**config.mk**
```make
export PLATFORM = sky130hd
export DESIGN_NAME = vlc_ctrl
export DESIGN_NICKNAME = d
export VERILOG_FILES = /design/src/rtl/vlc_pkg.sv /design/src/rtl/vlc_ctrl.sv
export SDC_FILE = /design/constraint.sdc
export NUM_CORES = 1
export LEC_CHECK = 0
export ABC_CLOCK_PERIOD_IN_PS = 3000
export BUFFER_PORTS_ARGS = -buffer_cell sky130_fd_sc_hd__buf_2
export CORE_AREA = 4 4 41 43
export DETAILED_ROUTE_END_ITERATION = 10
export DIE_AREA = 0 0 45 47
export GPL_ROUTABILITY_DRIVEN = 1
export PLACE_DENSITY = 0.45
export SYNTH_ARGS = -nofsm -noshare
export SYNTH_HDL_FRONTEND = slang
export SYNTH_SLANG_ARGS = --single-unit
export TNS_END_PERCENT = 10
```
**constraint.sdc**
```tcl
create_clock -name clk -period 3 [get_ports clk]
set_input_delay 0 -clock clk [delete_from_list [all_inputs] [get_ports clk]]
set_output_delay 0 -clock clk [all_outputs]
set_load 0.01 [all_outputs]
```
**src/rtl/vlc_pkg.sv**
```systemverilog
package vlc_pkg;

  localparam int unsigned MEM_LINE_BYTES_DEF = 64;
  localparam int unsigned REG_LINE_BYTES_DEF = 64;
  localparam int unsigned INDEX_QUEUE_DEPTH_DEF = 64;
  localparam int unsigned MAX_ELEMENTS_DEF = 65536;
  localparam int unsigned RUN_MAX = 64;

  // configuration register indexes
  localparam logic [2:0] REG_BASE   = 3'd0;
  localparam logic [2:0] REG_STRIDE = 3'd1;
  localparam logic [2:0] REG_SIZE   = 3'd2;
  localparam logic [2:0] REG_COUNT  = 3'd3;
  localparam logic [2:0] REG_INDEX  = 3'd4;
  localparam logic [2:0] REG_RFILE  = 3'd5;

  // input commands
  localparam logic [1:0] CMD_START = 2'd0;
  localparam logic [1:0] CMD_PUSH  = 2'd1;
  localparam logic [1:0] CMD_ISSUE = 2'd2;

  // result status codes
  localparam logic [1:0] ST_NONE    = 2'd0;
  localparam logic [1:0] ST_ACCEPT  = 2'd1;
  localparam logic [1:0] ST_REFUSED = 2'd2;

  // controller to datapath
  typedef struct packed {
    logic start;     // clear index and queue
    logic push;      // write index into queue
    logic begin_run; // latch limit and port readiness of an attempt
    logic calc;      // compute address of candidate element
    logic check;     // compare candidate line, extend run
    logic emit;      // load output register with one result
    logic commit;    // advance index / pop queue
  } vlc_cmd_t;

  // datapath to controller
  typedef struct packed {
    logic empty;     // nothing to issue
    logic more;      // another candidate remains
    logic hit;       // candidate in same line
    logic emit_last; // current emitted element ends the run
  } vlc_stat_t;

endpackage

```
**src/rtl/vlc_ctrl.sv**
```systemverilog
module vlc_ctrl (
  input  logic               clk,
  input  logic               rst_n,
  input  logic               in_valid,
  output logic               in_stall,
  input  logic [1:0]         in_command,
  output logic               out_valid,
  input  logic               out_stall,
  output vlc_pkg::vlc_cmd_t  cmd,
  input  vlc_pkg::vlc_stat_t stat
);
  import vlc_pkg::*;

  localparam logic [2:0] S_IDLE  = 3'd0;
  localparam logic [2:0] S_READ  = 3'd1;
  localparam logic [2:0] S_CALC  = 3'd2;
  localparam logic [2:0] S_CHECK = 3'd3;
  localparam logic [2:0] S_EMIT  = 3'd4;
  localparam logic [2:0] S_WAIT  = 3'd5;

  logic [2:0] state_r, state_nxt;
  logic       ov_r, ov_nxt;
  logic       accept;

  assign in_stall = (state_r != S_IDLE);
  assign accept = in_valid && !in_stall;
  assign out_valid = ov_r;

  always_comb begin
    state_nxt = state_r;
    ov_nxt = ov_r;
    cmd = '0;
    if (ov_r && !out_stall) ov_nxt = 1'b0;
    case (state_r)
      S_IDLE: begin
        if (accept) begin
          case (in_command)
            CMD_START: cmd.start = 1'b1;
            CMD_PUSH:  cmd.push = 1'b1;
            CMD_ISSUE: begin
              // latch limit and port readiness with the transfer
              cmd.begin_run = 1'b1;
              state_nxt = S_READ;
            end
            default: ;
          endcase
        end
      end
      S_READ: begin
        // queue read and multiply for candidate j
        if (stat.empty || !stat.more) state_nxt = S_EMIT;
        else state_nxt = S_CALC;
      end
      S_CALC: begin
        cmd.calc = 1'b1;
        state_nxt = S_CHECK;
      end
      S_CHECK: begin
        if (stat.hit) begin
          cmd.check = 1'b1;
          state_nxt = S_READ;
        end else begin
          state_nxt = S_EMIT;
        end
      end
      S_EMIT: begin
        // one result per transfer slot
        if (!ov_r || !out_stall) begin
          cmd.emit = 1'b1;
          ov_nxt = 1'b1;
          if (stat.emit_last) state_nxt = S_WAIT;
        end
      end
      S_WAIT: begin
        // commit once the final result has left
        if (!ov_nxt) begin
          cmd.commit = !stat.empty;
          state_nxt = S_IDLE;
        end
      end
      default: state_nxt = S_IDLE;
    endcase
  end

  always_ff @(posedge clk) begin
    if (!rst_n) begin
      state_r <= S_IDLE;
      ov_r <= 1'b0;
    end else begin
      state_r <= state_nxt;
      ov_r <= ov_nxt;
    end
  end
endmodule

```
# After elaboration in Yosys (flattened, before gate mapping)
# Cells that the tools add are included.
# op_classes
mux	23
n_eq_ne	12
n_reduce_logical	13
# op_table
op	count
3-bit 2-to-1 mux	9
3-bit case mux with 6 select lines	1
1-bit 2-to-1 mux	13
2-bit inequality test, second input constant	4
3-bit by 2-bit == test with 1-bit output, second input constant	2
3-bit == test, second input constant	2
1-bit logical NOT	5
5-bit AND reduction	1
3-bit by 1-bit == test with 1-bit output, second input constant	1
3-bit logical NOT	1
3-bit nonzero test	1
2-bit by 1-bit == test with 1-bit output, second input constant	1
2-bit == test, second input constant	1
1-bit logical AND	2
2-bit logical NOT	1
1-bit logical OR	2
2-bit by 1-bit inequality test with 1-bit output, second input constant	1
# word_totals
elab_cells	50
register_bits	4

# Logic depth before layout (Yosys ltp)
# Gate-level depths: netlist of the first run.
# logic_depth
depth_word	5
depth_mapped	4

# Worst setup path after synthesis of the first run
# No wires, ideal clock.
# synth_path
path_kind	reg2out
from	reg state_r[0]
to	out cmd[6] (netlist name)
arrival_ns	1.076
n_path_buf	1
t_required_ns	3.000
path_stages_with_launch	5
setup_slack_ns	1.924
cell_sequence	dfxtp_1 > buf_6 > nor3_2 > inv_2 > nor4b_2
# synth_lines
item	line	source
start, declared	vlc_ctrl.sv:21	logic [2:0] state_r, state_nxt;
start signal, assigned	vlc_ctrl.sv:90	state_r <= state_nxt;
end, declared	vlc_ctrl.sv:9	output vlc_pkg::vlc_cmd_t cmd,

==> results.py, run 1 <==
metrics = {
    "power_and_ir_drop": {
        "max-vdd-ir-drop_mv": 0.1603,
        "power-per-cell-area_mw_per_mm2": 378.8,
        "design_power_total_mw": 0.1569,
        "leakagePower_nw": 0.2215,
    },
    "placed_design": {
        "routabilityCongestion": 0.7417,
        "pre_cts_ws_ns": 1.818,
        "numPortBuffers": 18,
        "hpwl_um": 634.5,
    },
    "sta": {
        "report.final.hold_viol_count": 0,
        "min_period_ns": 1.376,
        "timing.final.max_slew_violations": 0,
        "fin_worst_skew_ns": 0.001309,
        "layout_setup_ws_ns": 1.624,
        "period_utilization_post_route_pct": 45.88,
        "worst_pin_slew_ns": 0.3308,
        "slew-limit-headroom_pct": 77.92,
        "setup_viol": 0,
        "finalSetupTns_ns": 0,
        "rsz0062_at_grt": "false",
        "max_clock_freq_mhz": 726.6,
    },
    "global_routing": {
        "global_route.usage.total_pct": 7.747,
        "number_of_antenna_violations_at_the_first_check_in_global_routing": 0,
        "grt_first_pass_wirelength_mm": 1.193,
        "gr-total-overflow": 0,
        "via_count_of_the_first_global_routing_pass": 322,
        "pin_count_of_the_biggest_net_entering_global_routing": 11,
    },
    "setup_path": {
        "worst-setup-path-type": "flip-flop to output pin",
        "critical_path.top_delay_family": "simple AND/OR/NAND/NOR gates",
        "path_max_fanout": 10,
        "critPathMaxStageDelay_ns": 0.39,
        "critPathLaunchType": "flip-flop",
        "worst_path_max_delay_cell": "sky130_fd_sc_hd__dfxtp_1",
        "crit_required_ns": 3.00,
        "worstPathBufferInverterCount": 2,
        "worstPathArrival_ns": 1.38,
        "timing.critical_path.cells": "nor3_2, inv_2, nor4b_2, buf_2",
        "critPathCaptureType": "output pin",
    },
    "die": {
        "num_io_pins": 19,
        "floorplan.core_area_mm2": 0.001301,
        "num_rows": 13,
        "dieWidth_um": 45,
        "fp.dieH_um": 47,
        "initial_core_util_pct": 22.60,
        "die-area_mm2": 0.002115,
    },
    "finish": {
        "filler_cell_count": 159,
        "nNetsFinal": 67,
        "proportion_of_layout_cells_with_a_drive_suffix_above_1_pct": 45.45,
        "flow.area_growth_from_synthesis_pct": 40.85,
        "antenna-diode-count": 0,
    },
    "synthesis": {
        "yosysUniqueCellTypes": 23,
        "synth.ff_latch_count": 4,
        "synth-seq-area-share_pct": 27.23,
        "cells_taking_the_most_area_after_synthesis": "sky130_fd_sc_hd__dfxtp_1 27%, sky130_fd_sc_hd__and4b_1 6.8%, sky130_fd_sc_hd__nor3b_1 5.1%",
        "adder_cell_share_of_the_synthesized_area_pct": 0,
        "yosys.area_share.xor_xnor_pct": 0,
        "post_synth_instance_area_um2": 294.0,
        "synth_top_family_by_area": "simple AND/OR/NAND/NOR gates",
        "yosys_warnings": 0,
        "synth-compound-area-share_pct": 15.32,
        "synthesis.instances": 35,
        "synth_top_cell_by_area": "sky130_fd_sc_hd__dfxtp_1",
        "syn_nets": 45,
        "muxShareOfSynthArea_pct": 3.404,
        "yosys.area_share.simple_pct": 46.38,
        "post_synth.cell_area_avg_um2": 8.401,
        "yosysTopAreaCellShare_pct": 27.23,
    },
    "route": {
        "drt-pass1-iter-count": 2,
        "average_wire_length_per_cell_after_detail_routing_um": 10.24,
        "drt_via_density": 4.600,
        "drc_errors": 0,
        "totalWireLength_um": 717,
        "vias": 322,
        "drt_first_iter_violations": 1,
        "postRouteAntennaNets": 0,
    },
    "cts": {
        "tritoncts": "yes",
        "insertion_delay_ns": 0.23,
        "cts_buffers": 3,
        "ctsResizeCount": 0,
        "postCtsSetupRepairBufs": 0,
        "ctsLongestPathBuffers": 2,
        "cts_max_level": 1,
        "path_clk_slew_ns": 0.03,
        "cts-root-buf": "sky130_fd_sc_hd__clkbuf_4",
        "hold_bufs_at_cts": 0,
        "clkSinkCount": 4,
    },
    "run_status": {
        "status": "complete, no violations",
    },
    "worst_hold_path": {
        "min-delay-path-class": "primary input to flip-flop",
    },
    "run": {
        "cap_viol_max_count": 0,
    },
}
where the power goes:
part	switching [mW]	total [mW]	internal [mW]
clock	0.0186	0.0631	0.0445
sequential	0.00493	0.0607	0.0558
combinational	0.0167	0.0331	0.0164
total	0.0402	0.157	0.117
layout make-up:
class                      instances  area (um^2)  area share [%]
inverter                           3        11.26           2.719
tap                               15        18.77           4.532
timing repair buffer              18        90.09           21.75
sequential                         4        80.08           19.34
multi-input combinational         27        191.4           46.22
clock buffer                       3        22.52           5.438
placed cells by master (no fill, tap or decap):
cell type / synthesis / routed
sky130_fd_sc_hd__inv_2: 1 / 1
sky130_fd_sc_hd__inv_1: 2 / 2
sky130_fd_sc_hd__nor3_2: 1 / 1
sky130_fd_sc_hd__o21ai_0: 1 / 1
sky130_fd_sc_hd__nand3b_1: 1 / 1
sky130_fd_sc_hd__nor4_1: 2 / 2
sky130_fd_sc_hd__and4b_1: 2 / 2
sky130_fd_sc_hd__nor2_1: 2 / 2
sky130_fd_sc_hd__clkbuf_4: 0 / 3
sky130_fd_sc_hd__dfxtp_1: 4 / 4
sky130_fd_sc_hd__nor4b_2: 1 / 1
sky130_fd_sc_hd__o211a_1: 1 / 1
sky130_fd_sc_hd__nor4b_1: 1 / 1
sky130_fd_sc_hd__nand2_1: 3 / 3
sky130_fd_sc_hd__nor3b_1: 2 / 2
sky130_fd_sc_hd__o21bai_1: 1 / 1
sky130_fd_sc_hd__nand2b_1: 1 / 1
sky130_fd_sc_hd__mux2i_1: 1 / 1
sky130_fd_sc_hd__a31o_2: 1 / 1
sky130_fd_sc_hd__buf_2: 0 / 18
sky130_fd_sc_hd__a221oi_1: 1 / 1
sky130_fd_sc_hd__a21oi_1: 1 / 1
sky130_fd_sc_hd__nor3_1: 2 / 2
sky130_fd_sc_hd__and2_1: 2 / 2
kinds of logic after synthesis:
group / after synthesis
DFF: 4
and+or+nand+nor: 20
buffers and inverters: 4
muxes: 1
AOI/OAI and AO/OA: 6
metrics by stage:
step           hold WS [ns]  area (um^2)  util [%]  cells
2_1_floorplan       0.03407        294.0         -     35
3_3_place_gp         0.2411        391.6     30.10     67
3_5_place_dp         0.2465        391.6     30.10     67
4_1_cts             0.01151        414.1     31.83     70
5_1_grt             0.03987        414.1     31.83     70
6_report            0.01251        414.1     31.83     70
synthesized netlist by cell type:
| library cell | n |
|---|---|
| sky130_fd_sc_hd__a21oi_1 | 1 |
| sky130_fd_sc_hd__o21bai_1 | 1 |
| sky130_fd_sc_hd__nand2b_1 | 1 |
| sky130_fd_sc_hd__nand3b_1 | 1 |
| sky130_fd_sc_hd__mux2i_1 | 1 |
| sky130_fd_sc_hd__o211a_1 | 1 |
| sky130_fd_sc_hd__a221oi_1 | 1 |
| sky130_fd_sc_hd__nor4b_1 | 1 |
| sky130_fd_sc_hd__nor3_2 | 1 |
| sky130_fd_sc_hd__o21ai_0 | 1 |
| sky130_fd_sc_hd__inv_2 | 1 |
| sky130_fd_sc_hd__and2_1 | 2 |
| sky130_fd_sc_hd__and4b_1 | 2 |
| sky130_fd_sc_hd__inv_1 | 2 |
| sky130_fd_sc_hd__nor3b_1 | 2 |
| sky130_fd_sc_hd__buf_6 | 1 |
| sky130_fd_sc_hd__nor2_1 | 2 |
| sky130_fd_sc_hd__nor4b_2 | 1 |
| sky130_fd_sc_hd__dfxtp_1 | 4 |
| sky130_fd_sc_hd__nand2_1 | 3 |
| sky130_fd_sc_hd__nor3_1 | 2 |
| sky130_fd_sc_hd__a31o_2 | 1 |
| sky130_fd_sc_hd__nor4_1 | 2 |
state kept, by name, summed over array words and instances (netlist names):
name,cells
out_valid,1
state_r,3
worst paths after layout:
| check | from | cells past startpoint | end | slack, ns |
|---|---|---|---|---|
| worst max-delay path | state_r[0] | 4 | cmd[6] | 1.62 |
| worst min-delay path | rst_n | 2 | out_valid | 0.01 |
| worst max register to register | state_r[0] | 3 | state_r[2] | 1.81 |
| worst min register to register | state_r[2] | 1 | state_r[1] | 0.58 |
routing by layer:
metal | GRT usage [%] | part of all wire (%) | vias to the layer above
met5 | 0 | 0 | -
met4 | 5.263 | 0.70 | 0
met3 | 3.065 | 8.2 | 2
met2 | 13.84 | 50 | 7
met1 | 7.289 | 40 | 139
li1 | - | - | 174
(Power assumes the default switching activity.)
==> inputs of run 2 (changes only) <==
--- a/config.mk
+++ b/config.mk
@@ -5,13 +5,13 @@
 export SDC_FILE = /design/constraint.sdc
 export NUM_CORES = 1
 export LEC_CHECK = 0
-export ABC_CLOCK_PERIOD_IN_PS = 3000
+export ABC_CLOCK_PERIOD_IN_PS = 1100
 export BUFFER_PORTS_ARGS = -buffer_cell sky130_fd_sc_hd__buf_2
 export CORE_AREA = 4 4 41 43
 export DETAILED_ROUTE_END_ITERATION = 10
 export DIE_AREA = 0 0 45 47
 export GPL_ROUTABILITY_DRIVEN = 1
-export PLACE_DENSITY = 0.45
+export PLACE_DENSITY = 0.47
 export SYNTH_ARGS = -nofsm -noshare
 export SYNTH_HDL_FRONTEND = slang
 export SYNTH_SLANG_ARGS = --single-unit
==> constraint.sdc (replaced) <==
create_clock -name clk -period 1.1 [get_ports clk]
set_input_delay 0 -clock clk [delete_from_list [all_inputs] [get_ports clk]]
set_output_delay 0 -clock clk [all_outputs]
set_load 0.01 [all_outputs]
==> run 2 against run 1 <==
Net effect:
- the flow now finishes with violations (negative setup slack)
- highest routed layer is now met3
- total power increased to 2.9 times the previous value
- combinational power increased to 3.5 times the previous value
- via count increased by 5.9%
- count of clock-buffer cells in the layout unchanged
- worst hold slack improved by 0.0032 ns
- wire length increased by 14%
- register-to-register slack got worse by 1.8 ns
==> results.py, run 2 (synthesis results as in run 1) <==
metrics = {
    "setup_path": {
        "critPathCaptureType": "output pin",
        "worstPathArrival_ns": 1.23,
        "path_max_fanout": 8,
        "worst-setup-path-type": "flip-flop to output pin",
        "critPathLaunchType": "flip-flop",
        "crit_required_ns": 1.10,
    },
    "cts": {
        "postCtsSetupRepairBufs": 0,
        "clkSinkCount": 4,
        "cts-root-buf": "sky130_fd_sc_hd__clkbuf_4",
        "hold_bufs_at_cts": 0,
        "path_clk_slew_ns": 0.04,
        "cts_max_level": 1,
        "tritoncts": "yes",
        "ctsLongestPathBuffers": 2,
        "insertion_delay_ns": 0.23,
        "cts_buffers": 3,
    },
    "die": {
        "num_io_pins": 19,
        "num_rows": 13,
        "die-area_mm2": 0.002115,
        "fp.dieH_um": 47,
        "initial_core_util_pct": 22.60,
        "dieWidth_um": 45,
        "floorplan.core_area_mm2": 0.001301,
    },
    "finish": {
        "max_flop_register": "state_r",
        "layout_common_cells": "18 x sky130_fd_sc_hd__buf_2, 5 x sky130_fd_sc_hd__buf_4, 3 x sky130_fd_sc_hd__nand2_1, 3 x sky130_fd_sc_hd__clkbuf_4",
        "proportion_of_layout_cells_with_a_drive_suffix_above_1_pct": 60.00,
        "flow.area_growth_from_synthesis_pct": 65.11,
        "finalNonFillerCells": 75,
        "antenna-diode-count": 0,
        "largest_register_ffs": 3,
        "layout.cells.most_common": "sky130_fd_sc_hd__buf_2",
        "nNetsFinal": 72,
    },
    "sta": {
        "layout_setup_ws_ns": -0.1270,
        "worst_pin_slew_ns": 0.3041,
        "fin_worst_skew_ns": 0.0006283,
        "timing.final.max_slew_violations": 0,
        "finalHoldWorstSlack_ns": 0.01574,
        "period_utilization_post_route_pct": 111.5,
        "slew-limit-headroom_pct": 79.44,
        "max_clock_freq_mhz": 815.0,
        "setup_viol": 5,
        "min_period_ns": 1.227,
        "rsz0062_at_grt": "true",
        "report.final.hold_viol_count": 0,
    },
    "placed_design": {
        "numPortBuffers": 18,
        "post-place-cells": 72,
        "routabilityCongestion": 0.6825,
        "hpwl_um": 640.3,
    },
    "power_and_ir_drop": {
        "design_power_total_mw": 0.4539,
        "leakagePower_nw": 0.2554,
        "max-vdd-ir-drop_mv": 0.3803,
        "power-per-cell-area_mw_per_mm2": 934.9,
    },
    "run_status": {
        "failing_checks": "negative setup slack",
        "status": "finished with violations",
    },
    "run": {
        "cap_viol_max_count": 0,
    },
    "route": {
        "average_wire_length_per_cell_after_detail_routing_um": 10.87,
        "vias": 341,
        "postRouteAntennaNets": 0,
        "drt_first_iter_violations": 8,
        "drt-pass1-iter-count": 2,
        "drc_errors": 0,
        "drt_via_density": 4.547,
        "totalWireLength_um": 815,
    },
    "global_routing": {
        "pin_count_of_the_biggest_net_entering_global_routing": 9,
        "grt_first_pass_wirelength_mm": 1.235,
        "global_route.usage.total_pct": 8.057,
        "number_of_antenna_violations_at_the_first_check_in_global_routing": 0,
        "via_count_of_the_first_global_routing_pass": 323,
        "gr-total-overflow": 0,
    },
    "worst_hold_path": {
        "min-delay-path-class": "primary input to flip-flop",
    },
}
run 2: cell types whose count changed in the layout (fill, tap and decap cells not counted), sizes merged:
cell	before	now
buf	18	23
run 2: report_power, final:
group | leakage [nW] | internal [mW] | switching, mW
logic | 0.207 | 0.0584 | 0.0573
registers | 0.0344 | 0.151 | 0.0104
clock network | 0.0138 | 0.122 | 0.0551
run 2: stage by stage:
stage | worst slack [ns] | util [%] | instance area [um^2] | setup TNS, ns
3_3_place_gp | -0.04587 | 32.98 | 429.2 | -0.04587
4_1_cts | -0.1707 | 36.06 | 469.2 | -0.3290
3_5_place_dp | 0.01581 | 32.98 | 429.2 | 0
2_1_floorplan | 0.02383 | - | 294.0 | 0
5_1_grt | -0.2160 | 37.31 | 485.5 | -0.6980
6_report | -0.1270 | 37.31 | 485.5 | -0.2600
run 2: timing repair:
item | in CTS | in global routing
resized for setup | 5 | 4
setup endpoints to repair | 6 | 9
pin swaps | 1 | 2
run 2: worst max-delay path: stages (launching register included):
cell and delay, ns:
sky130_fd_sc_hd__dfxtp_4 0.36, sky130_fd_sc_hd__nor3_4 0.22, sky130_fd_sc_hd__inv_2 0.07, sky130_fd_sc_hd__nor4b_2 0.19, sky130_fd_sc_hd__buf_2 0.16
run 2: area by class of cell:
| type | instances | area (um^2) |
|---|---|---|
| fillers | 152 | 815.8 |
| multi-input cells | 27 | 216.5 |
| repair buffers | 23 | 127.6 |
| flip-flops and latches | 4 | 88.84 |
| clock buffers | 3 | 22.52 |
| well taps | 15 | 18.77 |
| inverters | 3 | 11.26 |
run 2: metal layers:
metal / GRT usage (%) / part of all wire, % / vias to the layer above
met5: 0 / 0 / -
met1: 9.318 / 40 / 153
met2: 12.43 / 55 / 5
met3: 3.065 / 4.3 / 0
li1: - / - / 183
met4: 5.263 / 0 / 0
run 2: final timing paths:
path,slack (ns),startpoint,endpoint,depth (start not counted)
worst max-delay path,-0.13,state_r[1],cmd[6],4
worst min-delay path,0.02,rst_n,out_valid,2
worst max register to register,0.03,state_r[1],state_r[2],3
worst min register to register,0.61,state_r[2],state_r[1],2
==> inputs of run 3 (changes only) <==
--- a/config.mk
+++ b/config.mk
@@ -5,13 +5,14 @@
 export SDC_FILE = /design/constraint.sdc
 export NUM_CORES = 1
 export LEC_CHECK = 0
+export ABC_AREA = 1
 export ABC_CLOCK_PERIOD_IN_PS = 1100
 export BUFFER_PORTS_ARGS = -buffer_cell sky130_fd_sc_hd__buf_2
 export CORE_AREA = 4 4 41 43
 export DETAILED_ROUTE_END_ITERATION = 10
 export DIE_AREA = 0 0 45 47
 export GPL_ROUTABILITY_DRIVEN = 1
-export PLACE_DENSITY = 0.47
+export PLACE_DENSITY = 0.52
 export SYNTH_ARGS = -nofsm -noshare
 export SYNTH_HDL_FRONTEND = slang
 export SYNTH_SLANG_ARGS = --single-unit
==> run 3 against run 2 <==
Net effect:
- the flow still finishes with violations (negative setup slack)
- synthesized cell count rose by 57%
- synthesized area increased by 22%
- via count up 21%
- clock skew increased by 0.0036 ns
- worst hold slack gained 0.028 ns
==> results.py, run 3 <==
metrics = {
    "die": {
        "fp.dieH_um": 47,
        "initial_core_util_pct": 27.50,
        "die-area_mm2": 0.002115,
        "dieWidth_um": 45,
        "num_io_pins": 19,
        "num_rows": 13,
        "floorplan.core_area_mm2": 0.001301,
    },
    "route": {
        "vias": 414,
        "postRouteAntennaNets": 0,
        "average_wire_length_per_cell_after_detail_routing_um": 9.340,
        "totalWireLength_um": 878,
        "drt_via_density": 4.404,
        "drc_errors": 0,
        "drt-pass1-iter-count": 4,
        "drt_first_iter_violations": 4,
    },
    "synthesis": {
        "synth_top_family_by_area": "simple AND/OR/NAND/NOR gates",
        "yosysUniqueCellTypes": 18,
        "synth-compound-area-share_pct": 11.19,
        "synth_flop_cell": "sky130_fd_sc_hd__dfxtp_1",
        "yosys.area_share.xor_xnor_pct": 0,
        "synth-edff-count": 0,
        "synth.ff_latch_count": 4,
        "synth-seq-area-share_pct": 22.38,
        "post_synth.cell_area_avg_um2": 6.506,
        "cells_taking_the_most_area_after_synthesis": "sky130_fd_sc_hd__dfxtp_1 22%, sky130_fd_sc_hd__nand2_1 9.4%, sky130_fd_sc_hd__inv_1 8.4%",
        "post-synth-top-count-cell": "sky130_fd_sc_hd__nand2_1",
        "synthTopCellsByCount": "9 x sky130_fd_sc_hd__nand2_1, 8 x sky130_fd_sc_hd__inv_1, 6 x sky130_fd_sc_hd__nor2_1, 4 x sky130_fd_sc_hd__dfxtp_1, 4 x sky130_fd_sc_hd__inv_2",
        "synthesis.instances": 55,
        "adder_cell_share_of_the_synthesized_area_pct": 0,
        "syn_nets": 65,
        "yosysTopAreaCellShare_pct": 22.38,
        "yosys_warnings": 0,
        "muxShareOfSynthArea_pct": 0,
        "yosys.area_share.simple_pct": 50.70,
        "asyncSetResetFlopFracSynth_pct": 0,
        "synth_top_cell_by_area": "sky130_fd_sc_hd__dfxtp_1",
        "post_synth_instance_area_um2": 357.8,
    },
    "setup_path": {
        "path_max_fanout": 5,
        "worst-setup-path-type": "flip-flop to output pin",
        "crit_required_ns": 1.10,
        "critPathLaunchType": "flip-flop",
        "critPathCaptureType": "output pin",
        "worst_r2r_startpoint": "state_r[1]",
        "critPathLaunch": "state_r[1]",
        "worstPathArrival_ns": 1.19,
        "setup.reg_to_reg.worst_slack_ns": 0,
    },
    "cts": {
        "cts_max_level": 1,
        "cts-root-buf": "sky130_fd_sc_hd__clkbuf_4",
        "tritoncts": "yes",
        "path_clk_slew_ns": 0.04,
        "clkSinkCount": 4,
        "cts_buffers": 3,
        "insertion_delay_ns": 0.23,
        "ctsLongestPathBuffers": 2,
    },
    "worst_hold_path": {
        "hold_start": "rst_n",
        "min-delay-path-class": "primary input to flip-flop",
    },
    "power_and_ir_drop": {
        "max-vdd-ir-drop_mv": 1.056,
        "share_comb_of_total_power_pct": 63.5,
        "power.clock.fraction_pct": 14.4,
        "internal_mw": 0.6723,
        "leakagePower_nw": 0.3039,
        "seq_power_share_pct": 22.1,
        "power-per-cell-area_mw_per_mm2": 2320,
        "switching_portion_of_total_power_pct": 45.75,
        "total_switching_power_mw": 0.5670,
    },
    "global_routing": {
        "grt_first_pass_wirelength_mm": 1.366,
        "via_count_of_the_first_global_routing_pass": 345,
        "global_route.usage.total_pct": 9.321,
        "pin_count_of_the_biggest_net_entering_global_routing": 8,
        "gr-total-overflow": 0,
        "number_of_antenna_violations_at_the_first_check_in_global_routing": 0,
    },
    "sta": {
        "timing.final.max_slew_violations": 0,
        "finalHoldWorstSlack_ns": 0.04416,
        "worst_pin_slew_ns": 0.1763,
        "report.final.hold_viol_count": 0,
        "rsz0062_at_grt": "true",
        "period_utilization_post_route_pct": 107.7,
        "slew-limit-headroom_pct": 88.22,
        "setup_viol": 4,
        "min_period_ns": 1.185,
        "fin_worst_skew_ns": 0.004257,
        "max_clock_freq_mhz": 843.9,
        "layout_setup_ws_ns": -0.08502,
    },
    "placed_design": {
        "hpwl_um": 722,
        "routabilityCongestion": 0.7736,
        "numPortBuffers": 18,
        "placed_cell_area_um2": 478.0,
    },
    "finish": {
        "layout.cells.most_common": "sky130_fd_sc_hd__buf_2",
        "proportion_of_layout_cells_with_a_drive_suffix_above_1_pct": 53.16,
        "flow.area_growth_from_synthesis_pct": 49.30,
        "max_flop_register": "state_r",
        "layout_common_cells": "18 x sky130_fd_sc_hd__buf_2, 8 x sky130_fd_sc_hd__inv_1, 8 x sky130_fd_sc_hd__nand2_1, 6 x sky130_fd_sc_hd__nor2_1",
        "antenna-diode-count": 0,
        "nNetsFinal": 91,
        "stdcell_area_um2": 534.3,
        "largest_register_ffs": 3,
    },
    "run_status": {
        "failing_checks": "negative setup slack",
        "status": "finished with violations",
    },
    "run": {
        "cap_viol_max_count": 0,
    },
}
-- run 3: power by group through the flow --
stage               registers [mW]  logic [mW]  clock network [mW]
floorplan                    0.243       0.543                   0
global placement             0.258       0.727                   0
detailed placement           0.262       0.718                   0
CTS                          0.273       0.774               0.190
global route                 0.283       0.884               0.209
finish                       0.273       0.787               0.179
-- run 3: repair_timing --
| action | 4_1_cts | 5_1_grt |
|---|---|---|
| endpoints found under the setup margin | 6 | 8 |
| setup buffers | 1 | 0 |
| hold buffers | 0 | 0 |
| pin swaps | 1 | 2 |
| gates resized for setup | 7 | 2 |
-- run 3: final cells by class --
cell class | instances | area, um^2
clock buffers | 3 | 22.52
fillers | 151 | 767.0
inverters | 12 | 45.04
multi-input cells | 38 | 240.2
flip-flops and latches | 4 | 87.58
well taps | 15 | 18.77
repair buffers | 22 | 120.1
-- run 3: layer usage --
| metal | vias up | share of wire [%] | wire [um] | GRT usage, % |
|---|---|---|---|---|
| li1 | 219 | - | - | - |
| met1 | 179 | 42 | 373 | 10.68 |
| met2 | 16 | 48 | 421 | 14.97 |
| met3 | 0 | 9.5 | 83 | 5.747 |
| met4 | 0 | 0 | 0 | 1.754 |
| met5 | - | 0 | 0 | 0 |
-- run 3: through the flow --
stage               setup TNS [ns]  setup slack [ns]  cells  power, mW  utilization [%]
detailed placement               0           0.01350     90     0.9804            36.73
global placement                 0           0.04011     90     0.9846            36.73
CTS                        -0.2532           -0.1063     94      1.237            40.58
floorplan                        0           0.07132     55     0.7862                -
finish                     -0.1905          -0.08502     94      1.239            41.06
global route               -0.6076           -0.1725     94      1.376            41.06
-- run 3: worst paths after layout --
path,endpoint,depth (start not counted)
worst max-delay path,cmd[1],5
worst min-delay path,state_r[0],3
worst max register to register,state_r[0],7
worst min register to register,out_valid,2
-- run 3: critical path, stage by stage, from the launching register on --
cell and delay, ns:
sky130_fd_sc_hd__dfxtp_4 0.36, sky130_fd_sc_hd__nor2_4 0.15, sky130_fd_sc_hd__nand2_1 0.09, sky130_fd_sc_hd__buf_4 0.14
sky130_fd_sc_hd__nor2_1 0.07, sky130_fd_sc_hd__buf_2 0.13
-- run 3: cells by family after synthesis --
group,after synthesis
AO/OA/AOI/OAI,7
AND/OR/NAND/NOR,31
buffers and inverters,13
flip-flops,4
